<file path="src/rtl/core/shm_pkg.sv">
package shm_pkg;

  // Sequence length default and config port index width
  localparam int SEQ_LEN_DEFAULT = 4;
  localparam int CFG_IDX_W       = 3;
  localparam int SEQ_BYTES       = 4;

  // Register reset values
  localparam logic [15:0] SERVICE_LIMIT_RST   = 16'd400;
  localparam logic [15:0] WARNING_LIMIT_RST   = 16'd390;
  localparam logic [15:0] QUARTER_SECONDS_RST = 16'd900;
  localparam logic [7:0]  UNLOCK_TIMEOUT_RST  = 8'd5;
  localparam logic [15:0] BLINK_HALF_RST      = 16'd500;
  localparam logic [31:0] UNLOCK_SEQ_RST      = 32'h0401_0401;

  localparam logic [2:0]  QUARTERS_PER_HOUR   = 3'd4;
  localparam logic [15:0] HOURS_MAX           = 16'hFFFF;

  typedef enum logic [CFG_IDX_W-1:0] {
    REG_SERVICE_LIMIT   = 3'd0,
    REG_WARNING_LIMIT   = 3'd1,
    REG_QUARTER_SECONDS = 3'd2,
    REG_UNLOCK_TIMEOUT  = 3'd3,
    REG_BLINK_HALF      = 3'd4,
    REG_UNLOCK_SEQUENCE = 3'd5
  } shm_reg_e;

  typedef enum logic {
    ACT_CHECK = 1'b0,
    ACT_KEY   = 1'b1
  } shm_action_e;

  typedef struct packed {
    logic [15:0] service_limit;
    logic [15:0] warning_limit;
    logic [15:0] quarter_seconds;
    logic [7:0]  unlock_timeout_seconds;
    logic [15:0] blink_half_period_ms;
    logic [31:0] unlock_sequence;
  } shm_cfg_t;

  typedef struct packed {
    logic [15:0] hours_total;
    logic [15:0] hours_at_service;
    logic [2:0]  quarters;
    logic [31:0] quarter_stamp;
    logic        quarter_stamp_valid;
    logic [31:0] unlock_stamp;
    logic        unlock_active;
    logic [31:0] blink_stamp;
    logic        led_state;
  } shm_core_t;

  typedef struct packed {
    logic        action;
    logic [7:0]  key_code;
    logic [31:0] now_seconds;
    logic [31:0] now_millis;
  } shm_item_t;

  typedef struct packed {
    logic        service_required;
    logic        service_warning;
    logic        reset_done;
    logic        led_on;
    logic [15:0] operation_hours;
    logic [2:0]  quarter_count;
  } shm_result_t;

  // Expected key code at a sequence position; positions past the register read as zero
  function automatic logic [7:0] expected_key(input logic [31:0] seq, input int unsigned pos);
    logic [31:0] sh;
    sh = 32'd0;
    if (pos >= SEQ_BYTES) begin
      return 8'd0;
    end
    sh = seq >> (8 * pos);
    return sh[7:0];
  endfunction

endpackage

</file>
<file path="src/rtl/core/shm_if.sv">
interface shm_item_if;
  logic        valid;
  logic        ready;
  logic        action;
  logic [7:0]  key_code;
  logic [31:0] now_seconds;
  logic [31:0] now_millis;

  modport source (output valid, action, key_code, now_seconds, now_millis, input ready);
  modport sink   (input valid, action, key_code, now_seconds, now_millis, output ready);
endinterface

interface shm_result_if;
  logic        valid;
  logic        ready;
  logic        service_required;
  logic        service_warning;
  logic        reset_done;
  logic        led_on;
  logic [15:0] operation_hours;
  logic [2:0]  quarter_count;

  modport source (output valid, service_required, service_warning, reset_done, led_on,
                  operation_hours, quarter_count, input ready);
  modport sink   (input valid, service_required, service_warning, reset_done, led_on,
                  operation_hours, quarter_count, output ready);
endinterface

interface shm_cfg_if;
  logic        valid;
  logic        ready;
  logic [2:0]  index;
  logic [31:0] data;

  modport source (output valid, index, data, input ready);
  modport sink   (input valid, index, data, output ready);
endinterface

</file>
<file path="src/rtl/core/shm_step.sv">
module shm_step
  import shm_pkg::*;
#(
  parameter int SEQ_LEN = SEQ_LEN_DEFAULT,
  localparam int CNT_W = $clog2(SEQ_LEN + 1)
) (
  input  shm_cfg_t                    cfg,
  input  shm_core_t                   st,
  input  logic [SEQ_LEN-1:0][7:0]     keys,
  input  logic [CNT_W-1:0]            count,
  input  shm_item_t                   item,
  output shm_core_t                   st_next,
  output logic [SEQ_LEN-1:0][7:0]     keys_next,
  output logic [CNT_W-1:0]            count_next,
  output shm_result_t                 res
);

  logic [15:0]             since;
  logic                    req;
  logic                    warn;
  logic [31:0]             q_elapsed;
  logic                    q_due;
  logic [2:0]              q_inc;
  logic [31:0]             u_elapsed;
  logic                    u_expired;
  logic [31:0]             b_elapsed;
  logic                    b_due;
  logic [CNT_W-1:0]        slot;
  logic [CNT_W-1:0]        slot_plus;
  logic                    seq_full;
  logic                    seq_match;
  logic [SEQ_LEN-1:0][7:0] keys_wr;

  // Compare hours since service and elapsed times
  always_comb begin
    since     = st.hours_total - st.hours_at_service;
    req       = since >= cfg.service_limit;
    warn      = since >= cfg.warning_limit;
    q_elapsed = item.now_seconds - st.quarter_stamp;
    q_due     = !st.quarter_stamp_valid || (q_elapsed > {16'd0, cfg.quarter_seconds});
    q_inc     = st.quarters + 3'd1;
    u_elapsed = item.now_seconds - st.unlock_stamp;
    u_expired = st.unlock_active && (u_elapsed > {24'd0, cfg.unlock_timeout_seconds});
    b_elapsed = item.now_millis - st.blink_stamp;
    b_due     = b_elapsed > {16'd0, cfg.blink_half_period_ms};
  end

  // Place the key in its slot and match the full sequence
  always_comb begin
    slot      = (count >= CNT_W'(SEQ_LEN)) ? '0 : count;
    slot_plus = slot + CNT_W'(1);
    seq_full  = slot_plus == CNT_W'(SEQ_LEN);
    seq_match = 1'b1;
    for (int i = 0; i < SEQ_LEN; i++) begin
      keys_wr[i] = (slot == CNT_W'(i)) ? item.key_code : keys[i];
      if (keys_wr[i] != expected_key(cfg.unlock_sequence, i)) begin
        seq_match = 1'b0;
      end
    end
  end

  // Next state and result
  always_comb begin
    st_next    = st;
    keys_next  = keys;
    count_next = count;
    res        = '0;
    if (item.action == ACT_CHECK) begin
      res.service_required = req;
      res.service_warning  = warn;
      if (req) begin
        if (b_due) begin
          st_next.blink_stamp = item.now_millis;
          st_next.led_state   = !st.led_state;
        end
      end else begin
        if (q_due) begin
          st_next.quarter_stamp       = item.now_seconds;
          st_next.quarter_stamp_valid = 1'b1;
          st_next.quarters            = q_inc;
          if (q_inc > QUARTERS_PER_HOUR) begin
            if (st.hours_total != HOURS_MAX) begin
              st_next.hours_total = st.hours_total + 16'd1;
            end
            st_next.quarters = 3'd1;
          end
        end
        if (u_expired) begin
          st_next.unlock_active = 1'b0;
          count_next            = '0;
        end
        if (warn && b_due) begin
          st_next.blink_stamp = item.now_millis;
          st_next.led_state   = !st.led_state;
        end
      end
    end else begin
      if (!st.unlock_active) begin
        st_next.unlock_active = 1'b1;
        st_next.unlock_stamp  = item.now_seconds;
      end
      keys_next  = keys_wr;
      count_next = slot_plus;
      if (seq_full) begin
        count_next = '0;
        if (seq_match) begin
          st_next.hours_at_service = st.hours_total;
          st_next.quarters         = 3'd1;
          st_next.unlock_active    = 1'b0;
          res.reset_done           = 1'b1;
        end
      end
    end
    res.led_on          = st_next.led_state;
    res.operation_hours = st_next.hours_total;
    res.quarter_count   = st_next.quarters;
  end

endmodule

</file>
<file path="src/rtl/core/service_hour_meter_with_unlock_core.sv">
// Path: an item transferred in sits in the input register, and its result is loaded
// into the result register when the item advances, which it does as soon as the result
// register is empty or its result is being taken.
// Throughput: one item per cycle; the single-pass update between the two registers
// sets that figure, and the input register holds one item while a result is stalled.
// Reset (rst, synchronous, active high): registers back to their defaults, counters
// and stamps cleared, LED off, both pipeline registers empty.
module service_hour_meter_with_unlock_core
  import shm_pkg::*;
#(
  parameter int SEQ_LEN = SEQ_LEN_DEFAULT
) (
  input  logic          clk,
  input  logic          rst,
  shm_cfg_if.sink       cfg,
  shm_item_if.sink      item,
  shm_result_if.source  result
);

  localparam int CNT_W = $clog2(SEQ_LEN + 1);

  shm_cfg_t                cfg_regs;
  shm_core_t               st;
  shm_core_t               st_next;
  logic [SEQ_LEN-1:0][7:0] keys;
  logic [SEQ_LEN-1:0][7:0] keys_next;
  logic [CNT_W-1:0]        count;
  logic [CNT_W-1:0]        count_next;
  logic                    in_valid;
  shm_item_t               in_item;
  logic                    out_valid;
  shm_result_t             out_res;
  shm_result_t             res_next;
  logic                    advance;

  // Configuration writes are always taken
  assign cfg.ready = 1'b1;

  always_ff @(posedge clk) begin
    if (rst) begin
      cfg_regs.service_limit          <= SERVICE_LIMIT_RST;
      cfg_regs.warning_limit          <= WARNING_LIMIT_RST;
      cfg_regs.quarter_seconds        <= QUARTER_SECONDS_RST;
      cfg_regs.unlock_timeout_seconds <= UNLOCK_TIMEOUT_RST;
      cfg_regs.blink_half_period_ms   <= BLINK_HALF_RST;
      cfg_regs.unlock_sequence        <= UNLOCK_SEQ_RST;
    end else if (cfg.valid) begin
      case (cfg.index)
        REG_SERVICE_LIMIT:   cfg_regs.service_limit          <= cfg.data[15:0];
        REG_WARNING_LIMIT:   cfg_regs.warning_limit          <= cfg.data[15:0];
        REG_QUARTER_SECONDS: cfg_regs.quarter_seconds        <= cfg.data[15:0];
        REG_UNLOCK_TIMEOUT:  cfg_regs.unlock_timeout_seconds <= cfg.data[7:0];
        REG_BLINK_HALF:      cfg_regs.blink_half_period_ms   <= cfg.data[15:0];
        REG_UNLOCK_SEQUENCE: cfg_regs.unlock_sequence        <= cfg.data;
        default: ;
      endcase
    end
  end

  // Move the held item on whenever the result register is free or draining
  assign advance    = in_valid && (!out_valid || result.ready);
  assign item.ready = !in_valid || advance;

  // Input register
  always_ff @(posedge clk) begin
    if (rst) begin
      in_valid <= 1'b0;
    end else if (item.ready) begin
      in_valid <= item.valid;
    end
  end

  always_ff @(posedge clk) begin
    if (item.valid && item.ready) begin
      in_item.action      <= item.action;
      in_item.key_code    <= item.key_code;
      in_item.now_seconds <= item.now_seconds;
      in_item.now_millis  <= item.now_millis;
    end
  end

  shm_step #(
    .SEQ_LEN (SEQ_LEN)
  ) u_step (
    .cfg        (cfg_regs),
    .st         (st),
    .keys       (keys),
    .count      (count),
    .item       (in_item),
    .st_next    (st_next),
    .keys_next  (keys_next),
    .count_next (count_next),
    .res        (res_next)
  );

  // Commit the meter state when an item passes
  always_ff @(posedge clk) begin
    if (rst) begin
      st    <= '0;
      count <= '0;
    end else if (advance) begin
      st    <= st_next;
      count <= count_next;
    end
  end

  always_ff @(posedge clk) begin
    if (advance) begin
      keys <= keys_next;
    end
  end

  // Result register
  always_ff @(posedge clk) begin
    if (rst) begin
      out_valid <= 1'b0;
    end else if (advance) begin
      out_valid <= 1'b1;
    end else if (result.ready) begin
      out_valid <= 1'b0;
    end
  end

  always_ff @(posedge clk) begin
    if (advance) begin
      out_res <= res_next;
    end
  end

  assign result.valid            = out_valid;
  assign result.service_required = out_res.service_required;
  assign result.service_warning  = out_res.service_warning;
  assign result.reset_done       = out_res.reset_done;
  assign result.led_on           = out_res.led_on;
  assign result.operation_hours  = out_res.operation_hours;
  assign result.quarter_count    = out_res.quarter_count;

endmodule

</file>
<file path="src/flat_wrapper.sv">
// flat-port wrapper written by rule: the top's interface ports become plain ports
module service_hour_meter_with_unlock_core_flat import shm_pkg::*;
#(
  parameter int SEQ_LEN = SEQ_LEN_DEFAULT
)
  (clk, rst, cfg_valid, cfg_index, cfg_data, cfg_ready, item_valid, item_action, item_key_code, item_now_seconds, item_now_millis, item_ready, result_valid, result_service_required, result_service_warning, result_reset_done, result_led_on, result_operation_hours, result_quarter_count, result_ready);
  shm_cfg_if cfg_i ();
  shm_item_if item_i ();
  shm_result_if result_i ();
  input  logic clk;
  input  logic rst;
  input wire logic [$bits(cfg_i.valid)-1:0] cfg_valid;
  input wire logic [$bits(cfg_i.index)-1:0] cfg_index;
  input wire logic [$bits(cfg_i.data)-1:0] cfg_data;
  output wire logic [$bits(cfg_i.ready)-1:0] cfg_ready;
  input wire logic [$bits(item_i.valid)-1:0] item_valid;
  input wire logic [$bits(item_i.action)-1:0] item_action;
  input wire logic [$bits(item_i.key_code)-1:0] item_key_code;
  input wire logic [$bits(item_i.now_seconds)-1:0] item_now_seconds;
  input wire logic [$bits(item_i.now_millis)-1:0] item_now_millis;
  output wire logic [$bits(item_i.ready)-1:0] item_ready;
  output wire logic [$bits(result_i.valid)-1:0] result_valid;
  output wire logic [$bits(result_i.service_required)-1:0] result_service_required;
  output wire logic [$bits(result_i.service_warning)-1:0] result_service_warning;
  output wire logic [$bits(result_i.reset_done)-1:0] result_reset_done;
  output wire logic [$bits(result_i.led_on)-1:0] result_led_on;
  output wire logic [$bits(result_i.operation_hours)-1:0] result_operation_hours;
  output wire logic [$bits(result_i.quarter_count)-1:0] result_quarter_count;
  input wire logic [$bits(result_i.ready)-1:0] result_ready;
  assign cfg_i.valid = cfg_valid;
  assign cfg_i.index = cfg_index;
  assign cfg_i.data = cfg_data;
  assign cfg_ready = cfg_i.ready;
  assign item_i.valid = item_valid;
  assign item_i.action = item_action;
  assign item_i.key_code = item_key_code;
  assign item_i.now_seconds = item_now_seconds;
  assign item_i.now_millis = item_now_millis;
  assign item_ready = item_i.ready;
  assign result_valid = result_i.valid;
  assign result_service_required = result_i.service_required;
  assign result_service_warning = result_i.service_warning;
  assign result_reset_done = result_i.reset_done;
  assign result_led_on = result_i.led_on;
  assign result_operation_hours = result_i.operation_hours;
  assign result_quarter_count = result_i.quarter_count;
  assign result_i.ready = result_ready;
  service_hour_meter_with_unlock_core #(.SEQ_LEN(SEQ_LEN)) u_core (.clk(clk), .rst(rst), .cfg(cfg_i), .item(item_i), .result(result_i));
endmodule
</file>
<file path="config.mk">
export PLATFORM = sky130hd
export DESIGN_NAME = service_hour_meter_with_unlock_core_flat
export DESIGN_NICKNAME = d
export VERILOG_FILES = /design/src/rtl/core/shm_pkg.sv /design/src/rtl/core/shm_if.sv /design/src/rtl/core/shm_step.sv /design/src/rtl/core/service_hour_meter_with_unlock_core.sv /design/src/flat_wrapper.sv
export SDC_FILE = /design/constraint.sdc
export NUM_CORES = 1
export LEC_CHECK = 0
export ABC_AREA = 0
export BUFFER_PORTS_ARGS = -buffer_cell sky130_fd_sc_hd__buf_2
export CAP_MARGIN = 40
export CORE_MARGIN = 3
export CORE_UTILIZATION = 35
export DETAILED_ROUTE_END_ITERATION = 12
export SYNTH_ARGS = -nofsm -noshare
export SYNTH_HDL_FRONTEND = slang
export SYNTH_SLANG_ARGS = --single-unit
</file>
<file path="constraint.sdc">
create_clock -name clk -period 6.3 [get_ports clk]
set_input_delay 0.315 -clock clk [delete_from_list [all_inputs] [get_ports clk]]
set_output_delay 0.315 -clock clk [all_outputs]
set_load 0.005 [all_outputs]
</file>
==> results.toml, run 1 <==
[clock_tree]
clk_latency_ns = 0.61
cts_resized = 0
cts_buffers = 43
htreeDepth = 2
cts_tree = "built"
cts_max_path_buffers = 3
post_cts_buffers = 0
cts.sink_count = 371
cts_root_buf = "clkbuf_16"
path_clk_slew_ns = 0.06

[worst_hold_path]
worstHoldPathType = "input port to flip-flop"
hp-start = "cfg_data[10]"
hold_end = "u_core.cfg_regs[66]$_SDFFE_PP0P_"
holdPathStages = 3

[finish]
layout-drive-gt1-share_pct = 10.6
finalNonFillerCells = 3672
final_cell_mix = "431 x nand2_1, 264 x a21oi_1, 243 x dfxtp_1, 228 x inv_1, 190 x ha_1"
fill_cells = 6256
syn2layout_area_growth_pct = 18.1
fin_area_sq_um = 26500
final_core_util_pct = 41.9
final_common_cell = "nand2_1"
fin_nets = 3097

[logic_synthesis]
ys_warn_count = 0
synth-seq-area-share_pct = 38.8
synthCells = 2606
synth_ff_type = "dfxtp_1"
synth_edf_count = 128
netlist_area_sq_um = 22500
synth_cell_types = 79
ys_seq_elements = 371
syn_area_per_cell_sq_um = 8.62
ys_async_sr_fraction_pct = 0

[placed_design]
place_ws_ns = 0.715
dp_hpwl_mm = 46.0
gp_congestion = 0.905
dp_cells = 3500
port_buffers = 137
postPlaceCellArea_sq_um = 24100

[power]
pwr_density_cell_nw_per_um2 = 236
switchingPower_mw = 1.70
power_frac_clock_pct = 43.0
power_leakage_nw = 10.2
vdd_drop_max_v = 0.000217
p_int_mw = 4.55
pwr-share-seq_pct = 41.8
swShare_pct = 27.2
p_comb_share_pct = 15.2

[drt]
ant_nets = 0
routed_via_density = 5.22
drt-initial-drc-count = 1119
drtPass1Iterations = 5
drc = 0
vias = 19181
wl_mm = 62.7
wire_per_inst_um = 17.1

[floorplan]
dieArea_sq_um = 67200
ioPinCount = 139
core_sq_um = 63300
die_y_um = 259
rows = 92
die_w_um = 259
initial_core_util_pct = 35.5

[sta]
clock_skew_ns = 0.0341
finalMaxSlewViolations = 0
fin_ws_ns = 0.729
tightest_slew_ns = 0.834
slew_headroom_pct = 43.9
finalHoldViolCount = 0
setup-violations-final = 0
setup_tns_ns = 0
max_freq_mhz = 180
layout_min_cycle_time_ns = 5.57
rsz0062_at_grt = "false"
finalCritPeriodShare_pct = 88.4

[worst_setup_path]
reg2reg_from = "u_core.st[119]$_SDFFE_PP0P_"
cp-end-kind = "flip-flop"
path_max_fanout = 9
rrSetupSlack_ns = 0.73
startpoint_type = "flip-flop"
crit_required_ns = 6.65
path_class = "flip-flop to flip-flop"
r2r_end = "u_core.result.operation_hours[1]$_DFFE_PP_"
crit_arrival_ns = 5.92
reg2reg_depth = 21

[global_route]
grt_usage_pct = 18.3
antenna_found_initial = 4
grt_overflow = 0
grt_pass1_vias = 18799
grt_pass1_wl_mm = 100
grt_max_degree = 110

[flow_run]
max_cap_viol_count = 0

[run_status]
outcome = "finished, final reports clean"
critical path, stage by stage, from the launching register on:
cell and delay (ns):
dfxtp_1 0.46, ha_1 0.27, nor2b_1 0.12, o21ai_0 0.18, a21boi_0 0.16, o21ai_0 0.18
nand2b_1 0.10, a21o_1 0.20, a41o_1 0.25, o41ai_1 0.50, o21bai_1 0.12, a21oi_1 0.21
xnor2_1 0.19, ha_1 0.29, a21o_1 0.17, a2111oi_0 0.39, o211a_1 0.25, o21ai_0 0.20
a21oi_2 0.32, buf_4 0.22, and2_1 0.17, mux2_2 0.35
through the flow:
stage	total power [mW]	hold WS (ns)
2_1_floorplan	3.26	0.414
3_3_place_gp	3.53	0.441
3_5_place_dp	3.56	0.443
4_1_cts	6.32	0.00861
5_1_grt	6.53	0.0233
6_report	6.25	0.0316
power by group through the flow:
stage	Combinational, mW	Clock (mW)	Sequential (mW)
after floorplan	0.624	0	2.64
final	0.948	2.69	2.61
after CTS	0.942	2.77	2.61
after global placement	0.864	0	2.66
after global routing	1.05	2.86	2.62
after detailed placement	0.894	0	2.66
how the worst max path moves through the flow:
stage	start	to
final	u_core.st[119]$_SDFFE_PP0P_	u_core.result.operation_hours[1]$_DFFE_PP_
after global routing	u_core.in_item[0]$_DFFE_PP_	u_core.st[15]$_SDFFE_PP0P_
after CTS	u_core.st[119]$_SDFFE_PP0P_	u_core.result.operation_hours[1]$_DFFE_PP_
after detailed placement	u_core.st[119]$_SDFFE_PP0P_	u_core.result.operation_hours[1]$_DFFE_PP_
after global placement	u_core.st[119]$_SDFFE_PP0P_	u_core.result.operation_hours[1]$_DFFE_PP_
after floorplan	u_core.st[119]$_SDFFE_PP0P_	u_core.st[73]$_SDFFE_PP0P_
per-layer routing:
layer	GRT usage (%)	part of all wire (%)	vias to the layer above
met4	4.84	2.0	0
met5	0	0	-
met1	23.4	45	9183
li1	-	-	9529
met3	2.42	3.9	75
met2	32.2	49	394
cells in the mapped netlist (39+ instances only):
cell        n  area, sq um
xor2_1     50          438
edfxtp_1  128         3840
a21o_1     40          300
o211ai_1   39          293
nor2_1    150          563
nand2_1   431         1620
xnor2_1    61          534
ha_1      190         2380
dfxtp_1   243         4860
inv_1     228          856
mux2i_1    83          831
o21ai_0    68          340
a21oi_1   265         1330
nand3_1    69          345
clkbuf_1   97          364
flip-flops by register name (all words and copies together) (netlist names), 3 cells and up:
| name | cells |
|---|---|
| u_core.result.operation_hours | 16 |
| u_core.result.quarter_count | 3 |
| u_core.cfg_regs | 104 |
| u_core.st | 134 |
| u_core.count | 3 |
| u_core.keys | 32 |
| u_core.in_item | 73 |
repair_timing:
item | in CTS | in global routing
endpoints found under the hold margin | 91 | 0
hold buffers | 91 | 0
setup endpoints to repair | 0 | 0
cell families after synthesis:
group	synth area share, %
and+or+nand+nor	17.4
xor gates and xnor gates	4.33
buffers and inverters	5.95
other	0.0167
AOI/OAI and AO/OA	17.1
muxes	5.51
DFF	38.8
adders and majority gates	10.9
area by class of cell:
| class | count | area [sq um] | share of cell area (%) |
|---|---|---|---|
| well taps | 846 | 1060 | 3.99 |
| flip-flops and latches | 371 | 8710 | 32.9 |
| inverters | 229 | 862 | 3.25 |
| clock buffers | 58 | 1240 | 4.66 |
| repair buffers | 251 | 1880 | 7.11 |
| clock inverters | 21 | 294 | 1.11 |
| diodes | 2 | 5.00 | 0.0189 |
| multi-input cells | 1894 | 12500 | 47.0 |
(Power assumes the default switching activity.)
==> inputs of run 2 (changes only) <==
- PLACE_DENSITY: unset -> 0.52
- REMOVE_ABC_BUFFERS: unset -> 1
==> results.toml, run 2 (synthesized netlist as in run 1, its figures left out) <==
[run_status]
outcome = "finished, final reports clean"

[drt]
vias = 18922
drtPass1Iterations = 5
drc = 0
wl_mm = 61.7
ant_nets = 0
routed_via_density = 5.15
wire_per_inst_um = 16.8
drt-initial-drc-count = 1015

[finish]
final_common_cell = "nand2_1"
reg.largest.list = "u_core.st x134, u_core.cfg_regs x104, u_core.in_item x73"
final_core_util_pct = 41.7
largest_reg_flops = 134
layout-drive-gt1-share_pct = 10.5
fin_area_sq_um = 26400
fill_cells = 6355
seq_area_sq_um = 8710
syn2layout_area_growth_pct = 17.6
multi_input_area_sq_um = 12500
fin_nets = 3095
largest-register = "u_core.st"
final_cell_mix = "431 x nand2_1, 264 x a21oi_1, 243 x dfxtp_1, 228 x inv_1, 190 x ha_1"

[worst_setup_path]
startpoint_type = "flip-flop"
cp-end-kind = "flip-flop"
critPathSlowestCell = "nor4_1"
cp_cell_sequence = "inv_1 > ha_1 > fa_1 > nand2b_1 > nand2b_1 > a21o_1 > nand3_1 > nand2_1 > a21o_1 > a21oi_1 > xnor2_1 > ha_1 > nand2_1 > a211oi_1 > a2111oi_0 > o211ai_1 > a2111oi_0 > nor4b_1 > nand4_1 > nor4_1 > a31oi_4 > buf_4 > mux2i_1"
critical-path-max-stage-delay_ns = 0.83
cpLargestDelayFamily = "simple AND/OR/NAND/NOR gates"
path_class = "flip-flop to flip-flop"
path_max_fanout = 31
crit_arrival_ns = 6.16
path_buf_inv = 2
crit_required_ns = 6.75

[sta]
fin_worst_hold_slack_ns = 0.0492
finalMaxSlewViolations = 0
finalCritPeriodShare_pct = 90.6
setup-violations-final = 0
max_freq_mhz = 175
finalHoldViolCount = 0
rsz0062_at_grt = "false"
slew_headroom_pct = 36.0
clock_skew_ns = 0.0327
tightest_slew_ns = 0.952
fin_ws_ns = 0.594
layout_min_cycle_time_ns = 5.71

[placed_design]
postPlaceCellArea_sq_um = 24000
dp_hpwl_mm = 45.2
place_ws_ns = 0.704
gp_congestion = 0.882
port_buffers = 137

[clock_tree]
clk_latency_ns = 0.60
cts_root_buf = "clkbuf_16"
cts_buffers = 44
cts_max_path_buffers = 3
cts_resized = 0
cts_tree = "built"
htreeDepth = 2
cts.sink_count = 371
path_clk_slew_ns = 0.06

[floorplan]
dieArea_sq_um = 67200
die_w_um = 259
ioPinCount = 139
initial_core_util_pct = 35.5
die_y_um = 259
core_sq_um = 63300
rows = 92

[global_route]
antenna_found_initial = 3
grt_max_degree = 103
grt_usage_pct = 18.0
grt_pass1_wl_mm = 97.7
grt_overflow = 0
grt_pass1_vias = 18385

[power]
total_power_mw = 6.14
vdd_drop_max_v = 0.000187
power_leakage_nw = 10.1
pwr_density_cell_nw_per_um2 = 233

[flow_run]
max_cap_viol_count = 0

[worst_hold_path]
worstHoldPathType = "input port to flip-flop"
==> run 2: final cells by class <==
| cell class | instances | area share [%] |
|---|---|---|
| Timing Repair Buffer | 248 | 6.84 |
| Clock inverter | 19 | 0.872 |
| Tap cell | 846 | 4.01 |
| Antenna cell | 3 | 0.0284 |
| Inverter | 229 | 3.27 |
| Sequential cell | 371 | 33.0 |
| Clock buffer | 63 | 4.83 |
| Multi-Input combinational cell | 1894 | 47.2 |
==> run 2: final timing paths <==
| kind | start | endpoint | slack [ns] | cells after the start |
|---|---|---|---|---|
| worst max-delay path | u_core.in_item[0]$_DFFE_PP_ | u_core.st[18]$_SDFFE_PP0P_ | 0.59 | 23 |
| worst min register to register | u_core.st[115]$_SDFFE_PP0P_ | u_core.st[115]$_SDFFE_PP0P_ | 0.45 | 2 |
| worst max register to register | u_core.in_item[0]$_DFFE_PP_ | u_core.st[18]$_SDFFE_PP0P_ | 0.59 | 23 |
| worst min-delay path | cfg_data[10] | u_core.cfg_regs[98]$_SDFFE_PP0P_ | 0.05 | 3 |
==> run 2: timing repair <==
item / CTS / global route
endpoints found under the setup margin: 0 / 0
hold buffers: 91 / 0
buffers inserted: 0 / 0
endpoints found under the hold margin: 91 / 0
==> run 2: tightest hold or removal path, stage by stage <==
cell	delay [ns]
buf_2	0.16
nand2_1	0.07
a21oi_1	0.05
==> run 2: power breakdown <==
part / leakage (nW) / total, mW / internal (mW) / switching (mW)
clock: 0.729 / 2.60 / 1.55 / 1.06
sequential: 3.19 / 2.61 / 2.56 / 0.0578
combinational: 6.18 / 0.920 / 0.380 / 0.540
total: 10.1 / 6.14 / 4.48 / 1.66
==> run 2: stage by stage <==
stage / TNS, ns / cells
global placement: 0 / 3492
global route: 0 / 3671
CTS: 0 / 3670
floorplan: -162.69 / 2494
finish: 0 / 3673
detailed placement: 0 / 3497
==> run 2: routing by layer <==
metal	routed length, um	GRT usage, %	share of wire, %
met5	0	0	0
met4	1660	5.36	2.7
met3	2420	2.32	3.9
met2	28700	30.4	47
met1	28900	23.9	47
==> inputs of run 3 (changes only) <==
- CORE_UTILIZATION: 35 -> 62
- PLACE_DENSITY: 0.52 -> 0.82
==> results.toml, run 3 (synthesized netlist as in run 1, its figures left out) <==
[drt]
routed_via_density = 6.01
wire_per_inst_um = 17.8
drtPass1Iterations = 5
wl_mm = 58.3
ant_nets = 0
vias = 19679
drc = 0
drt-initial-drc-count = 1624

[worst_setup_path]
startpoint_type = "flip-flop"
path_max_fanout = 21
crit_arrival_ns = 6.37
reg2reg_from = "u_core.st[118]$_SDFFE_PP0P_"
crit_required_ns = 6.80
crit_start = "u_core.st[118]$_SDFFE_PP0P_"
cp-end-kind = "flip-flop"
path_class = "flip-flop to flip-flop"

[sta]
clock_skew_ns = 0.0304
finalMaxSlewViolations = 0
finalCritPeriodShare_pct = 93.2
layout_min_cycle_time_ns = 5.87
setup-violations-final = 0
finalHoldViolCount = 0
rsz0062_at_grt = "false"
tightest_slew_ns = 0.952
slew_headroom_pct = 36.6
max_freq_mhz = 170
setup_tns_ns = 0

[finish]
layout-drive-gt1-share_pct = 10.2
reg.largest.list = "u_core.st x134, u_core.cfg_regs x104, u_core.in_item x73"
seq_area_sq_um = 8710
syn2layout_area_growth_pct = 14.6
finalNonFillerCells = 3277
multi_input_area_sq_um = 12500
largest-register = "u_core.st"
fin_area_sq_um = 25700
final_core_util_pct = 72.2
final_common_cell = "nand2_1"
largest_reg_flops = 134
fin_nets = 3088
final_cell_mix = "431 x nand2_1, 265 x a21oi_1, 243 x dfxtp_1, 228 x inv_1, 190 x ha_1"
fill_cells = 2668

[placed_design]
postPlaceCellArea_sq_um = 23500
port_buffers = 137
gp_congestion = 0.954
dp_hpwl_mm = 40.7
dp_cells = 3111

[flow_run]
max_cap_viol_count = 0

[power]
total_power_mw = 5.89
pwr-share-seq_pct = 44.3
power_frac_clock_pct = 40.1
pwr_density_cell_nw_per_um2 = 229
swShare_pct = 27.3
power_leakage_nw = 10.0
vdd_drop_max_v = 0.000218
p_comb_share_pct = 15.6
switchingPower_mw = 1.61
p_int_mw = 4.28

[global_route]
grt_overflow = 0
grt_pass1_wl_mm = 93.9
grt_pass1_vias = 19197
grt_usage_pct = 29.4
antenna_found_initial = 3
grt_max_degree = 81

[floorplan]
initial_core_util_pct = 63.0
die_y_um = 196
core_sq_um = 35700
ioPinCount = 139
dieArea_sq_um = 38500
die_w_um = 196
rows = 69

[clock_tree]
cts_tree = "built"
clk_latency_ns = 0.58
cts_root_buf = "clkbuf_16"
htreeDepth = 2
path_clk_slew_ns = 0.06
cts.sink_count = 371
cts_buffers = 39
cts_max_path_buffers = 3

[worst_hold_path]
hp-start = "result_ready"
worstHoldPathType = "input port to flip-flop"

[run_status]
outcome = "finished, final reports clean"
[run 3: per-layer routing]
layer | up-vias | GRT usage (%) | share of wire, %
met1 | 9248 | 38.0 | 42
met3 | 160 | 3.81 | 6.3
met5 | - | 0 | 0
met4 | 0 | 13.1 | 4.1
li1 | 9504 | - | -
met2 | 767 | 49.7 | 48
[run 3: path summary, 6_finish.rpt]
kind	slack (ns)	end	depth (start not counted)
max	0.43	u_core.st[1]$_SDFFE_PP0P_	25
min	0.06	u_core.result.valid$_SDFFE_PP0P_	4
max reg2reg	0.43	u_core.st[1]$_SDFFE_PP0P_	25
min reg2reg	0.45	u_core.st[114]$_SDFFE_PP0P_	2
[run 3: worst max-delay path, stage by stage, from the launching register on]
cell      delay [ns]
dfxtp_1         0.35
inv_1           0.15
ha_1            0.19
inv_1           0.06
fa_1            0.40
nand2_1         0.09
nand2_1         0.05
a21oi_1         0.23
o21bai_1        0.09
a21oi_1         0.25
o21bai_1        0.10
a21oi_1         0.29
o211ai_1        0.19
a31o_2          0.26
a21oi_1         0.17
xnor2_1         0.12
ha_1            0.31
nand3_1         0.10
nor2_1          0.17
nand3_1         0.09
a311oi_1        0.40
o21ai_0         0.21
buf_4           0.20
a31oi_4         0.52
buf_4           0.48
mux2i_1         0.28
[run 3: timing repair]
action                                 4_1_cts  5_1_grt
endpoints found under the hold margin       90        0
resized for setup                            0        1
buffers inserted                             0        0
hold buffers                                90        0
setup endpoints to repair                    0       15
[run 3: power by group through the flow]
stage	Combinational, mW	Sequential, mW	Clock, mW
after global routing	1.01	2.62	2.49
after detailed placement	0.850	2.66	0
after floorplan	0.601	2.64	0
final	0.916	2.61	2.36
after global placement	0.822	2.66	0
after CTS	0.900	2.61	2.40
[run 3: metrics by stage]
| step | worst slack (ns) | hold WS [ns] |
|---|---|---|
| finish | 0.431 | 0.0563 |
| global route | 0.00214 | 0.0529 |
| CTS | 0.442 | 0.0280 |
| detailed placement | 0.522 | 0.445 |
| global placement | 0.883 | 0.440 |
| floorplan | -3.53 | 0.384 |
[run 3: layout make-up]
cell class | count | share of cell area, %
clock buffers | 59 | 4.69
repair buffers | 246 | 6.93
well taps | 461 | 2.24
inverters | 229 | 3.35
multi-input cells | 1894 | 48.4
diodes | 4 | 0.0389
flip-flops and latches | 371 | 33.8
clock inverters | 13 | 0.491
